--- src/hdl/sm3rf_pkg.sv ---
package sm3rf_pkg;

    localparam int ROUNDS = 32;
    localparam int NUM_ROUNDS = (ROUNDS > 64) ? 64 : ROUNDS;
    localparam int RND_W = 6;

    localparam logic [31:0] T_LOW  = 32'h79CC4519;
    localparam logic [31:0] T_HIGH = 32'h7A879D8A;
    localparam logic [7:0]  PAD_BYTE = 8'h80;
    localparam logic [5:0]  LEN_POS = 6'd56;

    localparam logic [255:0] SM3_IV = {
        32'h7380166F, 32'h4914B2B9, 32'h172442D7, 32'hDA8A0600,
        32'hA96F30BC, 32'h163138AA, 32'hE38DEE4D, 32'hB0FB0E4E
    };

    // controller -> datapath
    typedef struct packed {
        logic       load_byte;   // write s_data_byte at fill pointer, bump count
        logic       load_pad;    // write padding byte at fill pointer
        logic       comp_start;  // load A..H from chain
        logic       comp_round;  // run one round
        logic       comp_end;    // fold A..H into chain
        logic       fold_load;   // capture fold code, reset chain and count
    } sm3rf_cmd_t;

    // datapath -> controller
    typedef struct packed {
        logic       block_full;  // fill pointer wraps after this write
        logic       round_last;
        logic       len_done;    // length field has been written
    } sm3rf_sts_t;

    function automatic logic [31:0] rotl(input logic [31:0] x, input logic [4:0] n);
        logic [63:0] d;
        d = {x, x} << n;
        return d[63:32];
    endfunction

    function automatic logic [31:0] perm0(input logic [31:0] x);
        return x ^ rotl(x, 5'd9) ^ rotl(x, 5'd17);
    endfunction

    function automatic logic [31:0] perm1(input logic [31:0] x);
        return x ^ rotl(x, 5'd15) ^ rotl(x, 5'd23);
    endfunction

endpackage

--- src/hdl/sm3rf_datapath.sv ---
module sm3rf_datapath
    import sm3rf_pkg::*;
(
    input  logic        aclk,
    input  logic        aresetn,
    input  sm3rf_cmd_t  cmd,
    input  logic [7:0]  in_byte,
    output sm3rf_sts_t  sts,
    output logic [31:0] fold_code
);

    logic [63:0] count_reg;
    logic [5:0]  ptr_reg;
    logic        wrap_reg;   // padding crossed into a second block
    logic        len_reg;    // length field written
    logic [31:0] chain_reg [8];
    logic [31:0] r_reg [8];
    logic [31:0] w_reg [16]; // message words, then the expansion window
    logic [RND_W-1:0] rnd_reg;
    logic [31:0] fold_reg;

    logic [63:0] bits;
    logic        len_ok;
    logic [7:0]  pad_val;
    logic [7:0]  wr_byte;
    logic [31:0] t_sel, a12, ss1, ss2, ff, gg, tt1, tt2, nw;
    logic [3:0]  j0, j3, j4, j7, j10, j13;
    logic [7:0]  sums [4];

    assign bits   = count_reg << 3;
    assign len_ok = wrap_reg || (count_reg[5:0] < LEN_POS);

    always_comb begin
        if (!wrap_reg && ptr_reg == count_reg[5:0]) begin
            pad_val = PAD_BYTE;
        end else if (ptr_reg >= LEN_POS && len_ok) begin
            pad_val = bits[{~ptr_reg[2:0], 3'b000} +: 8];
        end else begin
            pad_val = 8'h00;
        end
    end

    assign wr_byte = cmd.load_byte ? in_byte : pad_val;

    always_comb begin
        j0  = rnd_reg[3:0];
        j3  = rnd_reg[3:0] + 4'd3;
        j4  = rnd_reg[3:0] + 4'd4;
        j7  = rnd_reg[3:0] + 4'd7;
        j10 = rnd_reg[3:0] + 4'd10;
        j13 = rnd_reg[3:0] + 4'd13;
        t_sel = (rnd_reg < RND_W'(16)) ? T_LOW : T_HIGH;
        a12 = rotl(r_reg[0], 5'd12);
        ss1 = rotl(a12 + r_reg[4] + rotl(t_sel, rnd_reg[4:0]), 5'd7);
        ss2 = ss1 ^ a12;
        if (rnd_reg < RND_W'(16)) begin
            ff = r_reg[0] ^ r_reg[1] ^ r_reg[2];
            gg = r_reg[4] ^ r_reg[5] ^ r_reg[6];
        end else begin
            ff = (r_reg[0] & r_reg[1]) | (r_reg[0] & r_reg[2]) | (r_reg[1] & r_reg[2]);
            gg = (r_reg[4] & r_reg[5]) | (~r_reg[4] & r_reg[6]);
        end
        tt1 = ff + r_reg[3] + ss2 + (w_reg[j0] ^ w_reg[j4]);
        tt2 = gg + r_reg[7] + ss1 + w_reg[j0];
        nw = perm1(w_reg[j0] ^ w_reg[j7] ^ rotl(w_reg[j13], 5'd15))
             ^ rotl(w_reg[j3], 5'd7) ^ w_reg[j10];
    end

    always_comb begin
        for (int i = 0; i < 4; i++) begin
            sums[i] = chain_reg[2*i][31:24] + chain_reg[2*i][23:16]
                    + chain_reg[2*i][15:8] + chain_reg[2*i][7:0]
                    + chain_reg[2*i+1][31:24] + chain_reg[2*i+1][23:16]
                    + chain_reg[2*i+1][15:8] + chain_reg[2*i+1][7:0];
        end
    end

    always_ff @(posedge aclk) begin
        if (cmd.load_byte || cmd.load_pad) begin
            w_reg[ptr_reg[5:2]][{~ptr_reg[1:0], 3'b000} +: 8] <= wr_byte;
        end else if (cmd.comp_round) begin
            w_reg[j0] <= nw;
        end
        if (cmd.comp_start) begin
            for (int i = 0; i < 8; i++) begin
                r_reg[i] <= chain_reg[i];
            end
        end else if (cmd.comp_round) begin
            r_reg[3] <= r_reg[2];
            r_reg[2] <= rotl(r_reg[1], 5'd9);
            r_reg[1] <= r_reg[0];
            r_reg[0] <= tt1;
            r_reg[7] <= r_reg[6];
            r_reg[6] <= rotl(r_reg[5], 5'd19);
            r_reg[5] <= r_reg[4];
            r_reg[4] <= perm0(tt2);
        end
        if (cmd.fold_load) begin
            fold_reg <= {sums[0], sums[1], sums[2], sums[3]};
        end
    end

    always_ff @(posedge aclk) begin
        if (!aresetn) begin
            count_reg <= '0;
            ptr_reg   <= '0;
            rnd_reg   <= '0;
            wrap_reg  <= 1'b0;
            len_reg   <= 1'b0;
            for (int i = 0; i < 8; i++) begin
                chain_reg[i] <= SM3_IV[255-32*i -: 32];
            end
        end else begin
            if (cmd.load_byte) begin
                count_reg <= count_reg + 64'd1;
                ptr_reg   <= ptr_reg + 6'd1;
            end else if (cmd.load_pad) begin
                ptr_reg <= ptr_reg + 6'd1;
                if (ptr_reg == 6'd63) begin
                    wrap_reg <= 1'b1;
                end
                if (ptr_reg >= LEN_POS && len_ok) begin
                    len_reg <= 1'b1;
                end
            end
            if (cmd.comp_start) begin
                rnd_reg <= '0;
            end else if (cmd.comp_round) begin
                rnd_reg <= rnd_reg + RND_W'(1);
            end
            if (cmd.comp_end) begin
                for (int i = 0; i < 8; i++) begin
                    chain_reg[i] <= chain_reg[i] ^ r_reg[i];
                end
            end else if (cmd.fold_load) begin
                for (int i = 0; i < 8; i++) begin
                    chain_reg[i] <= SM3_IV[255-32*i -: 32];
                end
                count_reg <= '0;
                ptr_reg   <= '0;
                wrap_reg  <= 1'b0;
                len_reg   <= 1'b0;
            end
        end
    end

    assign sts.block_full = (ptr_reg == 6'd63);
    assign sts.round_last = (rnd_reg == RND_W'(NUM_ROUNDS - 1));
    assign sts.len_done   = len_reg;
    assign fold_code      = fold_reg;

endmodule

--- src/hdl/sm3rf_ctrl.sv ---
module sm3rf_ctrl
    import sm3rf_pkg::*;
(
    input  logic       aclk,
    input  logic       aresetn,
    input  logic       s_valid,
    output logic       s_ready,
    input  logic       s_byte_present,
    input  logic       s_end_of_message,
    output logic       m_valid,
    input  logic       m_ready,
    input  sm3rf_sts_t sts,
    output sm3rf_cmd_t cmd
);

    typedef enum logic [5:0] {
        ST_IDLE  = 6'b000001,
        ST_LOAD  = 6'b000010,
        ST_ROUND = 6'b000100,
        ST_END   = 6'b001000,
        ST_PAD   = 6'b010000,
        ST_FOLD  = 6'b100000
    } state_t;

    state_t state_reg, state_next;
    logic   pad_reg, pad_next;   // message is in padding phase
    logic   out_reg, out_next;   // result register holds a fold code
    logic   acc;

    assign s_ready = (state_reg == ST_IDLE);
    assign m_valid = out_reg;
    assign acc     = s_valid && s_ready;

    always_comb begin
        state_next = state_reg;
        pad_next   = pad_reg;
        cmd        = '0;
        unique case (state_reg)
            ST_IDLE: begin
                if (acc) begin
                    if (s_byte_present) begin
                        cmd.load_byte = 1'b1;
                        pad_next = s_end_of_message;
                        if (sts.block_full) begin
                            state_next = ST_LOAD;
                        end else if (s_end_of_message) begin
                            state_next = ST_PAD;
                        end
                    end else if (s_end_of_message) begin
                        pad_next   = 1'b1;
                        state_next = ST_PAD;
                    end
                end
            end
            ST_PAD: begin
                cmd.load_pad = 1'b1;
                if (sts.block_full) begin
                    state_next = ST_LOAD;
                end
            end
            ST_LOAD: begin
                cmd.comp_start = 1'b1;
                state_next = ST_ROUND;
            end
            ST_ROUND: begin
                cmd.comp_round = 1'b1;
                if (sts.round_last) begin
                    state_next = ST_END;
                end
            end
            ST_END: begin
                cmd.comp_end = 1'b1;
                if (!pad_reg) begin
                    state_next = ST_IDLE;
                end else if (sts.len_done) begin
                    state_next = ST_FOLD;
                end else begin
                    state_next = ST_PAD;
                end
            end
            ST_FOLD: begin
                // hold until the result register is free
                if (!out_reg || m_ready) begin
                    cmd.fold_load = 1'b1;
                    pad_next   = 1'b0;
                    state_next = ST_IDLE;
                end
            end
            default: state_next = ST_IDLE;
        endcase
        out_next = out_reg;
        if (out_reg && m_ready) begin
            out_next = 1'b0;
        end
        if (cmd.fold_load) begin
            out_next = 1'b1;
        end
    end

    always_ff @(posedge aclk) begin
        if (!aresetn) begin
            state_reg <= ST_IDLE;
            pad_reg   <= 1'b0;
            out_reg   <= 1'b0;
        end else begin
            state_reg <= state_next;
            pad_reg   <= pad_next;
            out_reg   <= out_next;
        end
    end

endmodule

--- src/hdl/sm3_reduced_round_fold_hash.sv ---
// Reduced-round SM3 hash with a 4-byte fold.
// Input channel (s_valid/s_ready): one request per message byte. s_byte_present
// marks a real byte; s_end_of_message marks the last request, which may carry
// no byte. Output channel (m_valid/m_ready): one fold code per message.
// The 64th byte of a block starts a compression: a load step, 32 rounds (one
// round per cycle in a shared round unit) and a chaining step, during all of
// which s_ready is low.
// The final request writes the remaining padding bytes one per cycle up to the
// block end, compresses, and if the length did not fit, pads and compresses a
// second block; a final byte that fills a block is followed by a whole padding
// block. Then a fold step, and the result shows the cycle after.
// The result sits in an output register with m_valid high until m_ready, while
// new requests keep flowing; only the next fold cycle holds until that register
// is free, so a stalled receiver blocks input only at the next message end.
// Reset (aresetn low, synchronous) restores the SM3 IV, clears the byte count,
// drops any waiting result and returns to idle; the message words are not
// cleared.
module sm3_reduced_round_fold_hash
    import sm3rf_pkg::*;
(
    input  logic        aclk,
    input  logic        aresetn,
    input  logic        s_valid,
    output logic        s_ready,
    input  logic [7:0]  s_data_byte,
    input  logic        s_byte_present,
    input  logic        s_end_of_message,
    output logic        m_valid,
    input  logic        m_ready,
    output logic [31:0] m_fold_code
);

    sm3rf_cmd_t cmd;
    sm3rf_sts_t sts;

    sm3rf_ctrl u_ctrl (
        .aclk            (aclk),
        .aresetn         (aresetn),
        .s_valid         (s_valid),
        .s_ready         (s_ready),
        .s_byte_present  (s_byte_present),
        .s_end_of_message(s_end_of_message),
        .m_valid         (m_valid),
        .m_ready         (m_ready),
        .sts             (sts),
        .cmd             (cmd)
    );

    sm3rf_datapath u_dp (
        .aclk     (aclk),
        .aresetn  (aresetn),
        .cmd      (cmd),
        .in_byte  (s_data_byte),
        .sts      (sts),
        .fold_code(m_fold_code)
    );

    // hold a stalled result steady
    assert property (@(posedge aclk) disable iff (!aresetn)
        m_valid && !m_ready |=> m_valid && $stable(m_fold_code))
        else $error("result changed while stalled");

    // a result follows the fold step
    assert property (@(posedge aclk) disable iff (!aresetn) cmd.fold_load |=> m_valid)
        else $error("fold not followed by result");

    // datapath commands are mutually exclusive
    assert property (@(posedge aclk) disable iff (!aresetn)
        $onehot0({cmd.load_byte, cmd.load_pad, cmd.comp_start, cmd.comp_round,
                  cmd.comp_end, cmd.fold_load}))
        else $error("conflicting datapath commands");

endmodule

--- config.mk ---
export PLATFORM = sky130hd
export DESIGN_NAME = sm3_reduced_round_fold_hash
export DESIGN_NICKNAME = d
export VERILOG_FILES = /design/src/hdl/sm3rf_pkg.sv /design/src/hdl/sm3rf_datapath.sv /design/src/hdl/sm3rf_ctrl.sv /design/src/hdl/sm3_reduced_round_fold_hash.sv
export SDC_FILE = /design/constraint.sdc
export NUM_CORES = 2
export LEC_CHECK = 0
export ABC_AREA = 1
export BUFFER_PORTS_ARGS = -buffer_cell sky130_fd_sc_hd__buf_2
export CORE_MARGIN = 3
export CORE_UTILIZATION = 59
export CTS_CLUSTER_SIZE = 30
export DETAILED_ROUTE_END_ITERATION = 12
export PLACE_DENSITY_LB_ADDON = 0.12
export SYNTH_ARGS = -nofsm -noshare
export SYNTH_HDL_FRONTEND = slang
export SYNTH_SLANG_ARGS = --single-unit
--- constraint.sdc ---
create_clock -name aclk -period 17.8 [get_ports aclk]
set_input_delay 0.89 -clock aclk [delete_from_list [all_inputs] [get_ports aclk]]
set_output_delay 0.89 -clock aclk [all_outputs]
set_load 0.005 [all_outputs]
==> metrics <==
DIE AREA 153000 µm²; layout cell share with drive strength beyond 1 4.21%; initial antenna violation count 9; DR pass1 iterations 8; crit-path max cell delay about 0.5 ns; kind of critical path flip-flop to flip-flop; synth warn 0; syn avg cell area around 7.5 µm²; synthesized instance count around 12000; chip width between 300 and 400 µm; Worst path slowest cell buf_4; FF-to-FF setup slack roughly 8.2 ns; fin cells around 13000; Post-synth top flop edfxtp_1; IO Pins between 40 and 50; Final min period roughly 9.6 ns; Core Area between 100000 and 150000 µm²; Hold Path Class input pin to flip-flop; dpl cell area ~88000 µm²; CTS tree built; fin worst setup slack between 8 and 9 ns; WP data required about 18 ns; top cell type's share of synthesized area 31.8%; top cells by area, synth edfxtp_1 32%, nand2_1 16%, nand3_1 9.6%; Critical Path Fanout Max 35; final instance area roughly 93000 µm²; worst endpoint data arrival time around 10 ns; global-route wire length before repair about 510000 µm; Clk pin slew, worst setup/hold paths around 0.060 ns; Inst Count DP ~13000; Slew HR 4.97%; Initial Util about three fifths; Synth cell types 67; wire per inst about 27 µm; FMAX about 0.10 GHz; max cap viols 0; status finished clean; Die Span Y 391 µm; pre-CTS setup slack roughly 8.4 ns; drc violations 0; Iter 0 DRT Violations 13600; Num CTS Buffers between 100 and 150; Via Count around 85000; Routability Congestion around 1.0; worst-margin pin slew around 1.4 ns; Post-CTS Hold Fix Bufs 0; Synth area leader edfxtp_1; Final Cycle Share between 50% and 60%; Worst Skew around 0.042 ns; nets roughly 12000; Sink Count between 1000 and 1500; wirelength, routed between 300000 and 400000 µm; post-DP HPWL around 250000 µm; antenna-violating nets left 0; GRT Total Usage between 40% and 50%; post-CTS sizing 0; Largest register FFs slightly above 500; final setup TNS 0 ns; post-CTS setup buffer count 0; Final Setup Violations 0; nature of the critical path startpoint flip-flop; final hold slack a little under 0.4 ns; RSZ-0062 raised after global routing no; row count 140; ys async rst share 0%; pwr/cell area about 74 nW/µm²; Post-synth EDFFs 928; Leak 40.6 nW; syn_nets roughly 12000; Slew Viols, Final 0; sequential fraction of the synthesis area between 30% and 40%; synthesized area about 88000 µm²; maximum clock insertion buffer count 3; H-tree levels 4; FILL cells around 13000; vias in the first global route around 80000; #FFs+latches synth 1143; CP Capture Type flip-flop; Overflow after GRT 0; Worst-Skew Late Latency approximately 0.80 ns; Hold Violations, Final 0; area grow syn2layout 5.71%; PortBufs between 40 and 50; largest net degree at the start of global routing roughly 210; CP dominant cell by count nand2_1; Peak VDD IR just over 80 µV; CTS Root Cell clkbuf_16; vias per inst 6.38
[report_power, final]
| group | total (W) | leakage, nW | switching (W) | internal, W |
|---|---|---|---|---|
| sequential | 0.00297 | 10.6 | 0.0000379 | 0.00293 |
| clock | 0.00284 | 2.14 | 0.00120 | 0.00163 |
| combinational | 0.00108 | 27.9 | 0.000749 | 0.000335 |
[metrics by stage]
stage / power (W) / utilization [%]
CTS: 0.00685 / 63.2
global placement: 0.00405 / 60.2
detailed placement: 0.00407 / 60.2
floorplan: 0.00372 / -
global route: 0.00708 / 63.2
finish: 0.00689 / 63.2
[placed cells by master, fill, tap and decap left out, types with 68 or more instances in the layout]
| master | count |
|---|---|
| ha_1 | 139 |
| o21ai_0 | 801 |
| nand3_1 | 1674 |
| o211ai_1 | 100 |
| xnor2_1 | 221 |
| clkbuf_16 | 137 |
| nor3_1 | 68 |
| edfxtp_1 | 928 |
| nand2_1 | 3810 |
| a21oi_1 | 323 |
| buf_4 | 98 |
| nor2_1 | 433 |
| dfxtp_1 | 207 |
| fa_1 | 344 |
| xor2_1 | 252 |
| o21ai_1 | 72 |
| inv_1 | 1136 |
[cell type report]
class                      instances  area (µm²)  area share (%)
tap                             1917        2400            2.59
clock buffer                     171        3620            3.91
multi-input combinational       8721       48000            51.9
clock inverter                    74         802           0.867
sequential                      1143       32200            34.8
antenna                            4        10.0          0.0108
inverter                        1173        4440            4.80
timing repair buffer             149        1050            1.14
[per-layer routing]
layer  vias up  track usage (%)  share of wire (%)
met4         8             35.9                 10
met5         -                0              0.012
li1      37700                -                  -
met1     39300             56.4                 35
met2      6423             67.9                 42
met3      1692             12.1                 13
[worst max-delay path, delay by kind of cell, from the launching register on]
family          cells  cell delay [ns]
fa+ha+maj           6             2.48
flops               1             0.30
simple gates       15             1.98
xor+xnor            2             0.88
compound gates     11             2.49
buf+inv             6             1.21
[synthesized netlist by cell type, types with 62 or more instances]
cell type,number
dfxtp_1,215
o211ai_1,100
xnor2_1,221
nor2_1,435
a21oi_1,323
o21ai_0,801
nor3_1,68
buf_4,66
nand3_1,1674
buf_2,243
o21ai_1,72
nand2_1,3813
clkbuf_1,216
inv_1,1140
xor2_1,253
buf_1,62
edfxtp_1,928
fa_1,344
ha_1,142
[kinds of logic (layout without fill, tap and decap cells)]
kind of cell,Yosys count,count (layout),synth area share [%]
adders and majority gates,486,486,9.90
AOI/OAI and AO/OA,1501,1501,9.46
xor gates and xnor gates,481,481,4.92
DFF,1143,1143,36.7
muxes,53,53,0.606
buffers and inverters,1787,1567,8.53
other,0,4,0
and+or+nand+nor,6200,6200,29.8
[final timing paths]
kind | depth (start not counted) | from | to
max | 40 | u_dp.rnd_reg[4]$_SDFFE_PP0P_ | u_dp.r_reg[0][22]$_DFFE_PP_
min | 3 | s_valid | u_ctrl.pad_reg$_SDFFE_PN0P_
max reg2reg | 40 | u_dp.rnd_reg[4]$_SDFFE_PP0P_ | u_dp.r_reg[0][22]$_DFFE_PP_
min reg2reg | 2 | u_dp.chain_reg[0][217]$_SDFFE_PP1P_ | u_dp.chain_reg[0][217]$_SDFFE_PP1P_
Power figures use the tool's default switching activity.
